**src/rtl/core/sorted_point_list_scan_top_assert.svh**
```systemverilog
// Assertion helpers used by the top level of the point list block.
`ifndef SORTED_POINT_LIST_SCAN_TOP_ASSERT_SVH
`define SORTED_POINT_LIST_SCAN_TOP_ASSERT_SVH

// Same-cycle implication, checked on every rising edge out of reset.
`define SPLS_ASSERT_NOW(label, clk, rstn, ante, cons) \
    label: assert property (@(posedge clk) disable iff (!(rstn)) (ante) |-> (cons)) \
        else $error("same-cycle check failed");

// Next-cycle implication, checked on every rising edge out of reset.
`define SPLS_ASSERT_NEXT(label, clk, rstn, ante, cons) \
    label: assert property (@(posedge clk) disable iff (!(rstn)) (ante) |=> (cons)) \
        else $error("next-cycle check failed");

`endif

```
**src/rtl/core/spls_pkg.sv**
```systemverilog
package spls_pkg;

    // Table geometry.
    localparam int MAX_POINTS = 64;
    localparam int CNT_W      = $clog2(MAX_POINTS + 1);

    // Field widths.
    localparam int PCT_W    = 7;
    localparam int DAC_W    = 8;
    localparam int STATUS_W = 2;
    localparam int PROD_W   = PCT_W + DAC_W;

    // Percent saturation limit.
    localparam logic [PCT_W-1:0] PCT_MAX = PCT_W'(100);

    // Division by 100 as a reciprocal multiply: floor(p * 5243 / 2^19) is exact
    // for every product up to 100 * 255.
    localparam int RECIP_W     = 13;
    localparam int RECIP_SHIFT = 19;
    localparam logic [RECIP_W-1:0] RECIP_100 = RECIP_W'(5243);
    localparam int WIDE_W      = PROD_W + RECIP_W;

    // Input item kinds.
    localparam logic KIND_INSERT = 1'b0;
    localparam logic KIND_SCAN   = 1'b1;

    // Configuration register indexes.
    localparam logic REG_X_FULL_SCALE = 1'b0;
    localparam logic REG_Y_FULL_SCALE = 1'b1;

    // Result status codes.
    typedef enum logic [STATUS_W-1:0] {
        STAT_POINT    = 2'd0,
        STAT_ACCEPTED = 2'd1,
        STAT_DROPPED  = 2'd2,
        STAT_EMPTY    = 2'd3
    } status_t;

    // Control states.
    typedef enum logic {
        ST_IDLE = 1'b0,
        ST_SCAN = 1'b1
    } state_t;

    // Operation broadcast to every cell of the chain, all cells acting in the same cycle.
    typedef enum logic [1:0] {
        OP_HOLD   = 2'd0,
        OP_INSERT = 2'd1,
        OP_ROTATE = 2'd2
    } chain_op_t;

    // One stored point.
    typedef struct packed {
        logic             valid;
        logic [PCT_W-1:0] x;
        logic [PCT_W-1:0] y;
    } point_t;

    // Command broadcast along the chain.
    typedef struct packed {
        chain_op_t        op;
        logic [PCT_W-1:0] x;
        logic [PCT_W-1:0] y;
    } chain_ctrl_t;

    // One result entering the scaling pipeline.
    typedef struct packed {
        logic             valid;
        logic [PCT_W-1:0] x;
        logic [PCT_W-1:0] y;
        status_t          status;
        logic             last;
    } issue_t;

endpackage

```
**src/rtl/core/spls_cell.sv**
```systemverilog
module spls_cell (
    input  logic                 aclk,
    input  logic                 aresetn,
    input  spls_pkg::chain_ctrl_t ctrl,
    input  spls_pkg::point_t     prev_pt,
    input  logic                 prev_gt,
    input  spls_pkg::point_t     next_pt,
    input  spls_pkg::point_t     head_pt,
    output spls_pkg::point_t     cell_pt,
    output logic                 cell_gt
);
    import spls_pkg::*;

    logic             valid_reg, valid_next;
    logic [PCT_W-1:0] x_reg, x_next;
    logic [PCT_W-1:0] y_reg, y_next;

    assign cell_pt = '{valid: valid_reg, x: x_reg, y: y_reg};

    // This cell holds a point that must move behind the new one.
    assign cell_gt = valid_reg && (x_reg > ctrl.x);

    // Next contents: shift right on insert, shift left with wrap on rotate.
    always_comb begin
        valid_next = valid_reg;
        x_next     = x_reg;
        y_next     = y_reg;
        case (ctrl.op)
            OP_INSERT: begin
                if (prev_gt) begin
                    valid_next = 1'b1;
                    x_next     = prev_pt.x;
                    y_next     = prev_pt.y;
                end else if (prev_pt.valid && (!valid_reg || cell_gt)) begin
                    valid_next = 1'b1;
                    x_next     = ctrl.x;
                    y_next     = ctrl.y;
                end
            end
            OP_ROTATE: begin
                if (next_pt.valid) begin
                    x_next = next_pt.x;
                    y_next = next_pt.y;
                end else if (valid_reg) begin
                    // Last stored point takes the head that leaves the front.
                    x_next = head_pt.x;
                    y_next = head_pt.y;
                end
            end
            default: ;
        endcase
    end

    always_ff @(posedge aclk) begin
        if (!aresetn) begin
            valid_reg <= 1'b0;
        end else begin
            valid_reg <= valid_next;
        end
    end

    always_ff @(posedge aclk) begin
        x_reg <= x_next;
        y_reg <= y_next;
    end

endmodule

```
**src/rtl/core/spls_chain.sv**
```systemverilog
module spls_chain (
    input  logic                  aclk,
    input  logic                  aresetn,
    input  spls_pkg::chain_ctrl_t ctrl,
    output spls_pkg::point_t      head_pt
);
    import spls_pkg::*;

    point_t cell_pt [MAX_POINTS];
    logic   cell_gt [MAX_POINTS];
    point_t prev_pt [MAX_POINTS];
    logic   prev_gt [MAX_POINTS];
    point_t next_pt [MAX_POINTS];

    assign head_pt = cell_pt[0];

    // Neighbor wiring; the front sees an always-valid, never-greater point
    // before it, and the back sees an empty slot after it.
    for (genvar i = 0; i < MAX_POINTS; i++) begin : g_cell
        if (i == 0) begin : g_front
            assign prev_pt[i] = '{valid: 1'b1, x: '0, y: '0};
            assign prev_gt[i] = 1'b0;
        end else begin : g_inner
            assign prev_pt[i] = cell_pt[i-1];
            assign prev_gt[i] = cell_gt[i-1];
        end

        if (i == MAX_POINTS - 1) begin : g_back
            assign next_pt[i] = '{valid: 1'b0, x: '0, y: '0};
        end else begin : g_body
            assign next_pt[i] = cell_pt[i+1];
        end

        spls_cell u_cell (
            .aclk    (aclk),
            .aresetn (aresetn),
            .ctrl    (ctrl),
            .prev_pt (prev_pt[i]),
            .prev_gt (prev_gt[i]),
            .next_pt (next_pt[i]),
            .head_pt (cell_pt[0]),
            .cell_pt (cell_pt[i]),
            .cell_gt (cell_gt[i])
        );
    end

endmodule

```
**src/rtl/core/spls_scaler.sv**
```systemverilog
module spls_scaler (
    input  logic                         aclk,
    input  logic                         aresetn,
    input  spls_pkg::issue_t             issue,
    input  logic [spls_pkg::DAC_W-1:0]   x_full_scale,
    input  logic [spls_pkg::DAC_W-1:0]   y_full_scale,
    output logic                         advance,
    output logic                         m_tvalid,
    input  logic                         m_tready,
    // m_tdata: dac_x [7:0], dac_y [15:8]
    output logic [2*spls_pkg::DAC_W-1:0] m_tdata,
    // m_tuser: status [1:0]
    output logic [spls_pkg::STATUS_W-1:0] m_tuser,
    output logic                         m_tlast
);
    import spls_pkg::*;

    // Product stage.
    logic              a_valid_reg, a_valid_next;
    logic [PROD_W-1:0] a_px_reg, a_px_next;
    logic [PROD_W-1:0] a_py_reg, a_py_next;
    status_t           a_status_reg;
    logic              a_last_reg;

    // Output register.
    logic              b_valid_reg, b_valid_next;
    logic [DAC_W-1:0]  b_dx_reg, b_dx_next;
    logic [DAC_W-1:0]  b_dy_reg, b_dy_next;
    status_t           b_status_reg;
    logic              b_last_reg;

    logic [WIDE_W-1:0] wide_x;
    logic [WIDE_W-1:0] wide_y;

    // The whole pipeline moves when the output slot is free or being taken.
    assign advance = !b_valid_reg || m_tready;

    // Percent times full scale.
    always_comb begin
        a_valid_next = issue.valid;
        a_px_next    = PROD_W'(issue.x) * PROD_W'(x_full_scale);
        a_py_next    = PROD_W'(issue.y) * PROD_W'(y_full_scale);
    end

    // Divide by 100 through the reciprocal.
    always_comb begin
        wide_x       = WIDE_W'(a_px_reg) * WIDE_W'(RECIP_100);
        wide_y       = WIDE_W'(a_py_reg) * WIDE_W'(RECIP_100);
        b_dx_next    = wide_x[RECIP_SHIFT +: DAC_W];
        b_dy_next    = wide_y[RECIP_SHIFT +: DAC_W];
        b_valid_next = a_valid_reg;
    end

    always_ff @(posedge aclk) begin
        if (!aresetn) begin
            a_valid_reg <= 1'b0;
            b_valid_reg <= 1'b0;
        end else if (advance) begin
            a_valid_reg <= a_valid_next;
            b_valid_reg <= b_valid_next;
        end
    end

    always_ff @(posedge aclk) begin
        if (advance) begin
            a_px_reg     <= a_px_next;
            a_py_reg     <= a_py_next;
            a_status_reg <= issue.status;
            a_last_reg   <= issue.last;
            b_dx_reg     <= b_dx_next;
            b_dy_reg     <= b_dy_next;
            b_status_reg <= a_status_reg;
            b_last_reg   <= a_last_reg;
        end
    end

    assign m_tvalid = b_valid_reg;
    assign m_tdata  = {b_dy_reg, b_dx_reg};
    assign m_tuser  = b_status_reg;
    assign m_tlast  = b_last_reg;

endmodule

```
**src/rtl/core/sorted_point_list_scan_top.sv**
```systemverilog
// Sorted point list. An insert transfer on the slave side stores one point
// (percent coordinates, saturated to 100) after every stored point with a
// smaller or equal x, and answers with one result: accepted, or dropped when
// all 64 slots are taken. It is stored without a search, since every cell of the
// shift chain decides in parallel whether to keep, take its neighbor or take
// the new point. A scan transfer streams every stored point in x order, one
// per cycle while the master side does not stall, scaled to DAC codes as
// floor(percent * full_scale / 100), with tlast on the final point; an empty
// table gives one result with status empty. After a scan transfer s_tready
// stays low while the chain rotates back into place. Results pass through a
// product stage and an output register, and master-side backpressure stalls
// the whole result path, the chain rotation and the slave side with it.
`include "sorted_point_list_scan_top_assert.svh"

module sorted_point_list_scan_top (
    input  logic                          aclk,
    input  logic                          aresetn,
    input  logic                          s_tvalid,
    output logic                          s_tready,
    // s_tdata: point_x [6:0], point_y [13:7], zero [15:14]
    input  logic [15:0]                   s_tdata,
    // s_tuser: kind [0]
    input  logic                          s_tuser,
    output logic                          m_tvalid,
    input  logic                          m_tready,
    // m_tdata: dac_x [7:0], dac_y [15:8]
    output logic [2*spls_pkg::DAC_W-1:0]  m_tdata,
    // m_tuser: status [1:0]
    output logic [spls_pkg::STATUS_W-1:0] m_tuser,
    output logic                          m_tlast,
    input  logic                          cfg_we,
    input  logic                          cfg_addr,
    input  logic [spls_pkg::DAC_W-1:0]    cfg_wdata
);
    import spls_pkg::*;

    state_t           state_reg, state_next;
    logic [CNT_W-1:0] count_reg, count_next;
    logic [CNT_W-1:0] remain_reg, remain_next;
    logic [DAC_W-1:0] x_fs_reg;
    logic [DAC_W-1:0] y_fs_reg;

    logic             advance;
    logic             s_fire;
    logic             is_full;
    logic             is_empty;
    logic [PCT_W-1:0] in_x;
    logic [PCT_W-1:0] in_y;
    logic [PCT_W-1:0] sat_x;
    logic [PCT_W-1:0] sat_y;
    chain_ctrl_t      ctrl;
    issue_t           issue;
    point_t           head_pt;

    assign in_x     = s_tdata[PCT_W-1:0];
    assign in_y     = s_tdata[2*PCT_W-1:PCT_W];
    assign sat_x    = (in_x > PCT_MAX) ? PCT_MAX : in_x;
    assign sat_y    = (in_y > PCT_MAX) ? PCT_MAX : in_y;
    assign is_full  = (count_reg == CNT_W'(MAX_POINTS));
    assign is_empty = (count_reg == '0);
    assign s_fire   = s_tvalid && s_tready;

    // Configuration writes.
    always_ff @(posedge aclk) begin
        if (!aresetn) begin
            x_fs_reg <= DAC_W'(166);
            y_fs_reg <= DAC_W'(128);
        end else if (cfg_we) begin
            unique case (cfg_addr)
                REG_X_FULL_SCALE: x_fs_reg <= cfg_wdata;
                REG_Y_FULL_SCALE: y_fs_reg <= cfg_wdata;
                default: ;
            endcase
        end
    end

    // Next state.
    always_comb begin
        state_next = state_reg;
        unique case (state_reg)
            ST_IDLE: begin
                if (s_fire && (s_tuser == KIND_SCAN) && !is_empty) begin
                    state_next = ST_SCAN;
                end
            end
            ST_SCAN: begin
                if (advance && (remain_reg == CNT_W'(1))) begin
                    state_next = ST_IDLE;
                end
            end
            default: state_next = ST_IDLE;
        endcase
    end

    // Handshake, chain command, result issue and counters.
    always_comb begin
        s_tready    = 1'b0;
        ctrl        = '{op: OP_HOLD, x: sat_x, y: sat_y};
        issue       = '{valid: 1'b0, x: '0, y: '0, status: STAT_POINT, last: 1'b1};
        count_next  = count_reg;
        remain_next = remain_reg;
        unique case (state_reg)
            ST_IDLE: begin
                s_tready = advance;
                if (s_fire) begin
                    if (s_tuser == KIND_INSERT) begin
                        issue.valid = 1'b1;
                        if (is_full) begin
                            issue.status = STAT_DROPPED;
                        end else begin
                            issue.status = STAT_ACCEPTED;
                            ctrl.op      = OP_INSERT;
                            count_next   = count_reg + CNT_W'(1);
                        end
                    end else if (is_empty) begin
                        issue.valid  = 1'b1;
                        issue.status = STAT_EMPTY;
                    end else begin
                        remain_next = count_reg;
                    end
                end
            end
            ST_SCAN: begin
                if (advance) begin
                    ctrl.op     = OP_ROTATE;
                    issue.valid = 1'b1;
                    issue.x     = head_pt.x;
                    issue.y     = head_pt.y;
                    issue.last  = (remain_reg == CNT_W'(1));
                    remain_next = remain_reg - CNT_W'(1);
                end
            end
            default: ;
        endcase
    end

    always_ff @(posedge aclk) begin
        if (!aresetn) begin
            state_reg  <= ST_IDLE;
            count_reg  <= '0;
            remain_reg <= '0;
        end else begin
            state_reg  <= state_next;
            count_reg  <= count_next;
            remain_reg <= remain_next;
        end
    end

    spls_chain u_chain (
        .aclk    (aclk),
        .aresetn (aresetn),
        .ctrl    (ctrl),
        .head_pt (head_pt)
    );

    spls_scaler u_scaler (
        .aclk         (aclk),
        .aresetn      (aresetn),
        .issue        (issue),
        .x_full_scale (x_fs_reg),
        .y_full_scale (y_fs_reg),
        .advance      (advance),
        .m_tvalid     (m_tvalid),
        .m_tready     (m_tready),
        .m_tdata      (m_tdata),
        .m_tuser      (m_tuser),
        .m_tlast      (m_tlast)
    );

    // A scan only runs over a non-empty table, never past the stored points.
    `SPLS_ASSERT_NOW(a_scan_nonempty, aclk, aresetn, state_reg == ST_SCAN, !is_empty && (remain_reg != '0))
    `SPLS_ASSERT_NOW(a_remain_bound, aclk, aresetn, state_reg == ST_SCAN, remain_reg <= count_reg)
    `SPLS_ASSERT_NOW(a_count_bound, aclk, aresetn, 1'b1, count_reg <= CNT_W'(MAX_POINTS))
    `SPLS_ASSERT_NEXT(a_drop_keeps_count, aclk, aresetn, s_fire && (s_tuser == KIND_INSERT) && is_full, $stable(count_reg))

endmodule

```
**config.mk**
```make
export PLATFORM = sky130hd
export DESIGN_NAME = sorted_point_list_scan_top
export DESIGN_NICKNAME = d
export VERILOG_FILES = /design/src/rtl/core/spls_pkg.sv /design/src/rtl/core/spls_cell.sv /design/src/rtl/core/spls_chain.sv /design/src/rtl/core/spls_scaler.sv /design/src/rtl/core/sorted_point_list_scan_top.sv
export VERILOG_INCLUDE_DIRS = /design/src /design/src/rtl/core
export SDC_FILE = /design/constraint.sdc
export NUM_CORES = 2
export LEC_CHECK = 0
export BUFFER_PORTS_ARGS = -buffer_cell sky130_fd_sc_hd__buf_2
export CAP_MARGIN = 20
export CELL_PAD_IN_SITES_DETAIL_PLACEMENT = 0
export CELL_PAD_IN_SITES_GLOBAL_PLACEMENT = 1
export CORE_ASPECT_RATIO = 2
export CORE_MARGIN = 4
export CORE_UTILIZATION = 25
export DETAILED_ROUTE_END_ITERATION = 16
export GPL_TIMING_DRIVEN = 1
export PLACE_DENSITY_LB_ADDON = 0.2
export REMOVE_ABC_BUFFERS = 1
export SYNTH_ARGS = -nofsm -noshare
export SYNTH_HDL_FRONTEND = slang
export SYNTH_SLANG_ARGS = --single-unit
```
**constraint.sdc**
```tcl
create_clock -name aclk -period 11.7 [get_ports aclk]
set_input_delay 0.585 -clock aclk [delete_from_list [all_inputs] [get_ports aclk]]
set_output_delay 0.585 -clock aclk [all_outputs]
set_load 0.02 [all_outputs]
```
### Word-level counts from Yosys, hierarchy flattened

Index checks and enable logic that the tools add are counted.

* add/subtract/negate cells: 2
* multiply operators: 4
* magnitude comparators: 66
* equality and inequality tests: 136
* multiplexer cells: 785
* bitwise operators: 5
* reductions and logical operators: 460

Operators by type and width (number)
* two-way mux 7 bit: 512
* one-hot mux 7 bit (2 select lines): 129
* greater-than comparator 7 bit: 64
* inequality test 3 bit (second input constant): 125
* AND reduction 3 bit: 64
* two-way mux 1 bit: 135
* AND reduction 2 bit: 66
* logical AND 1 bit: 131
* nonzero test 2 bit: 64
* zero test 1 bit: 66
* logical OR 1 bit: 65
* multiplier 15 x 13 -> 27 bit (second input constant): 2
* multiplier 7 x 8 -> 15 bit: 2
* two-way mux 15 bit: 1
* greater-than comparator 7 bit (second input constant): 2
* two-way mux 14 bit: 1
* inequality test 2 bit (second input constant): 6
* two-way mux 2 bit: 4
* AND reduction 4 bit: 2
* adder 7 x 1 -> 7 bit (second input constant): 1
* == test 7 x 1 -> 1 bit (second input constant): 1
* == test 7 bit (second input constant): 1
* zero test 7 bit: 1
* subtractor 7 x 1 -> 7 bit (second input constant): 1
* 7 further kinds: 12

* register bits: 1045
* bits of input ports: 31
* output and inout port bits: 21
* logic and storage cells: 1665

### Depth between registers and ports, before layout

* depth after elaboration: 9
* mapped depth: 23
* depth with buffers taken out: 19

### Hierarchy

A second synthesis with hierarchy kept.

* cell total of the unflattened synthesis: 8836
* area total of the unflattened synthesis: 91596.6 sq um

Modules (own cells, without submodules)
* spls_cell: times used 64, cells an instance 116, area each 1213.7 sq um
* spls_scaler: times used 1, cells an instance 1180, area each 12145.4 sq um
* sorted_point_list_scan_top: times used 1, cells an instance 230, area each 1769.2 sq um
* spls_chain: times used 1, cells an instance 2, area each 7.5 sq um

### Worst setup path before layout

Ideal clock, no wire load.

* path type: in2reg
* start point: in m_tready
* end point: reg u_scaler.a_py_reg[14], data pin
* library setup time: 0.260 ns
* arrival time: 6.897 ns
* required time: 11.440 ns
* path slack: 4.543 ns
* cell stages on the path: 21
* path buffers: 4
* path through: nor2b_1 -> inv_1 -> and2_1 -> clkbuf_1 -> buf_2 -> clkbuf_1 -> clkbuf_1 -> and3_1 -> fa_1 -> fa_1 -> fa_1 -> inv_1 -> fa_1 -> inv_1 -> ha_1 -> or2_2 -> a21oi_1 -> nor3_1 -> a2111oi_0 -> a21oi_1 -> xnor2_1

* word-level cells in the longest chain between the ends: 4

RTL lines
* start, declared: RTL line sorted_point_list_scan_top.sv:25 `input logic m_tready,`
* logical OR 1 bit: RTL line spls_scaler.sv:36 `assign advance = !b_valid_reg || m_tready;`
* named net advance: RTL line sorted_point_list_scan_top.sv:43 `logic advance;`
* two-way mux 15 bit: RTL line sorted_point_list_scan_top.sv:124 `if (advance) begin`
* two-way mux 14 bit: RTL line sorted_point_list_scan_top.sv:102 `unique case (state_reg)`
* multiplier 7 x 8 -> 15 bit: RTL line spls_scaler.sv:42 `a_py_next = PROD_W'(issue.y) * PROD_W'(y_full_scale);`
* named net u_scaler.a_py_next[14]: RTL line spls_scaler.sv:21 `logic [PROD_W-1:0] a_py_reg, a_py_next;`
* end signal, assigned: RTL line spls_scaler.sv:67 `a_py_reg <= a_py_next;`
* end, declared: RTL line spls_scaler.sv:21

The timed path passes the listed nets, and every way through them passes these cells.
A chain may end at the register's enable or synchronous reset.

### Worst setup path in the final report

* start point: reg state_reg
* end point: reg u_scaler.a_py_reg[14], data pin

* word-level cells in the longest chain between the ends: 2

RTL lines
* start, declared: RTL line sorted_point_list_scan_top.sv:37 `state_t state_reg, state_next;`
* start signal, assigned: RTL line sorted_point_list_scan_top.sv:143 `state_reg <= state_next;`
* two-way mux 14 bit: RTL line sorted_point_list_scan_top.sv:102
* multiplier 7 x 8 -> 15 bit: RTL line spls_scaler.sv:42
* named net u_scaler.a_py_next[14]: RTL line spls_scaler.sv:21

The timed path passes the listed nets, and every way through them passes these cells.

==> metrics.yaml <==
crit_slowest_cell: "a2111oi_0"
cp_common_cell: "fa_1"
antenna_found_initial: 10
fin_worst_skew_ps: 57.0
cts_tree: "done"
max_stage_delay_ps: 860
viasPerCell: 5.18
vias: 62900
grt_max_degree: 197
wl_um: 312000
fillerInstances: 34400
root_buffer: "clkbuf_16"
clkPwrFrac_pct: 37.1
fp.dieH_um: 821
drc_errors: 0
first_global_vias: 66500
setup-violations-final: 0
worst-path-buf-inv: 3
p_int_uw: 7120
wl_per_cell_um: 25.7
crit_fanout: 75
dp.final_hpwl_um: 217000
clockBufferDepth: 3
die_area_um2: 340000
overflow: 0
critPathRequiredTime_ps: 12210
power_switching_uw: 3310
p_per_area_nw_per_um2: 114
synthTopCellsByArea: "edfxtp_1 34%, ha_1 11%, mux2i_1 9.8%"
synthArstFlopShare_pct: 0
busiest_layer: "met2"
fin_nets: 8631
final_hold_viol_count: 0
cp_data_arrival_time_ps: 7060
slew_violations: 0
fin_setup_tns_ps: 0
yosys_register_bits: 1045
start_util_pct: 25.1
yosysSeqAreaShare_pct: 36.8
seqPwrFrac_pct: 42.0
met2_usage_pct: 36.7
postCtsSetupBuffers: 0
yosysUniqueCellTypes: 67
post-route-util_pct: 27.7
clkLatencyLatePin_ps: 800
firstDrtPassIters: 7
die_x_um: 414
core_um2: 329000
hold_ws_ps: 86.4
gp_congestion: 0.817
htreeDepth: 3
min_path_type: "in2reg"
ir_drop_v: 0.000130
met3_usage_pct: 1.54
cpLargestDelayFamily: "adder cells"
grt.total_usage_pct: 17.6
ys_top_cells_by_count: "948 x edfxtp_1, 830 x a21oi_1, 808 x mux2i_1, 714 x ha_1, 701 x nor2b_1"
gr-usage-met1_pct: 16.7
crit_type: "reg2reg"
yosys_warnings: 0
grt_pass1_wl_um: 453000
ant_nets: 0
drive_above_1_share_pct: 8.38
worst-path-stages: 16
synth_flop_cell: "edfxtp_1"
io_buffers: 49
cap_viol_max_count: 0
yosysMostFrequentCell: "edfxtp_1"
fmax_ghz: 0.153
drt_iter0_markers: 3775
io_pins: 52
fin_crit_ps: 6540
synthCells: 8049
relSlewSlack_pct: 23.6
p_leak_uw: 0.0380
numCtsBuffers: 109
rr_worst_depth: 16
synth_area_per_cell_um2: 10.3
syn_area_um2: 82600
switching_share_pct: 31.7
synth_edf_count: 948
rsz0062_at_grt: "false"
holdPathStages: 3
tightest_slew_ps: 1140
startpoint_type: "register"
synth_top_area_share_pct: 34.5
combinationalPowerShare_pct: 20.9
cp-end-kind: "register"
crit_chain: "and2_4 -> buf_4 -> and3_1 -> fa_1 -> ha_1 -> inv_1 -> fa_1 -> fa_1 -> inv_1 -> ha_1 -> a21oi_1 -> o21a_1 -> nor3_1 -> a2111oi_0 -> a21oi_1 -> xnor2_1"
synth.largest_area_cell: "edfxtp_1"
outcome: "completed"
post-route-period-util_pct: 55.9
area_growth_pct: 10.4
clkTransAtPathRegs_ps: 70
cts_sinks: 1045
rows: 298
==> final cells by class <==
type	instances	area (um^2)	share of cell area, %
Clock buffer	142	3020	3.31
Antenna cell	9	22.5	0.0247
Tap cell	4350	5440	5.97
Timing Repair Buffer	226	1860	2.04
Multi-Input combinational cell	5952	48400	53.0
Sequential cell	1045	30400	33.3
Inverter	358	1380	1.51
Clock inverter	66	733	0.804
==> worst min-delay path: cells and delay by family <==
family	cells	cell delay, ps
buffers and inverters	1	110
and+or+nand+nor	2	150
==> layout by cell type, fill, tap and decap left out, drive strengths merged, types with 131 or more instances in the layout <==
master / synthesis / final
edfxtp: 948 / 948
a21oi: 831 / 831
mux2i: 808 / 808
ha: 714 / 714
nor2b: 701 / 701
a211oi: 556 / 556
inv: 358 / 363
nand2: 303 / 303
o21ai: 302 / 302
buf: 144 / 223
nand3: 215 / 215
fa: 194 / 194
nor2: 178 / 178
clkbuf: 550 / 142
o21a: 134 / 134
a21o: 131 / 131
a22oi: 131 / 131
==> logic make-up after synthesis <==
kind of cell / after synthesis / synth area share [%]
compound gates: 2397 / 20.0
xor+xnor: 48 / 0.509
fa+ha+maj: 908 / 15.5
buf+inv: 1052 / 4.94
flops: 1045 / 36.8
mux: 925 / 11.4
simple gates: 1674 / 10.8
==> worst paths after layout <==
path / start / end / slack (ps)
worst max-delay path: state_reg$_SDFF_PN0_ / u_scaler.a_py_reg[14]$_DFFE_PN_ / 5160
worst min-delay path: cfg_wdata[7] / x_fs_reg[7]$_SDFFE_PN1P_ / 90
worst max register to register: state_reg$_SDFF_PN0_ / u_scaler.a_py_reg[14]$_DFFE_PN_ / 5160
worst min register to register: u_scaler.a_last_reg$_SDFFCE_PN1N_ / u_scaler.m_tlast$_DFFE_PN_ / 430
==> power by group through the flow <==
stage | logic [uW] | clock network [uW] | registers (uW)
CTS | 2220 | 4000 | 4380
finish | 2180 | 3860 | 4380
floorplan | 1590 | 0 | 4490
global route | 2440 | 4120 | 4390
detailed placement | 2210 | 0 | 4460
global placement | 2150 | 0 | 4460
==> routing by layer <==
metal / part of all wire (%) / up-vias
met4: 5.8 / 2
met3: 2.7 / 614
li1: - / 29400
met2: 58 / 1341
met5: 0.0038 / -
met1: 34 / 31600
==> metrics by stage <==
step | instance area (um^2) | setup WS, ps | total power [uW] | instances
detailed placement | 87300 | 5140 | 6670 | 11900
global route | 91200 | 4770 | 10900 | 12100
floorplan | 79900 | -21530 | 6080 | 7355
global placement | 87200 | 5160 | 6620 | 11900
finish | 91200 | 5160 | 10400 | 12100
CTS | 91100 | 5110 | 10600 | 12100
==> timing repair <==
action                                 CTS  global route
endpoints found under the hold margin    3             0
gates resized for setup                  0             0
hold buffers                             3             0
(Power assumes the default switching activity.)
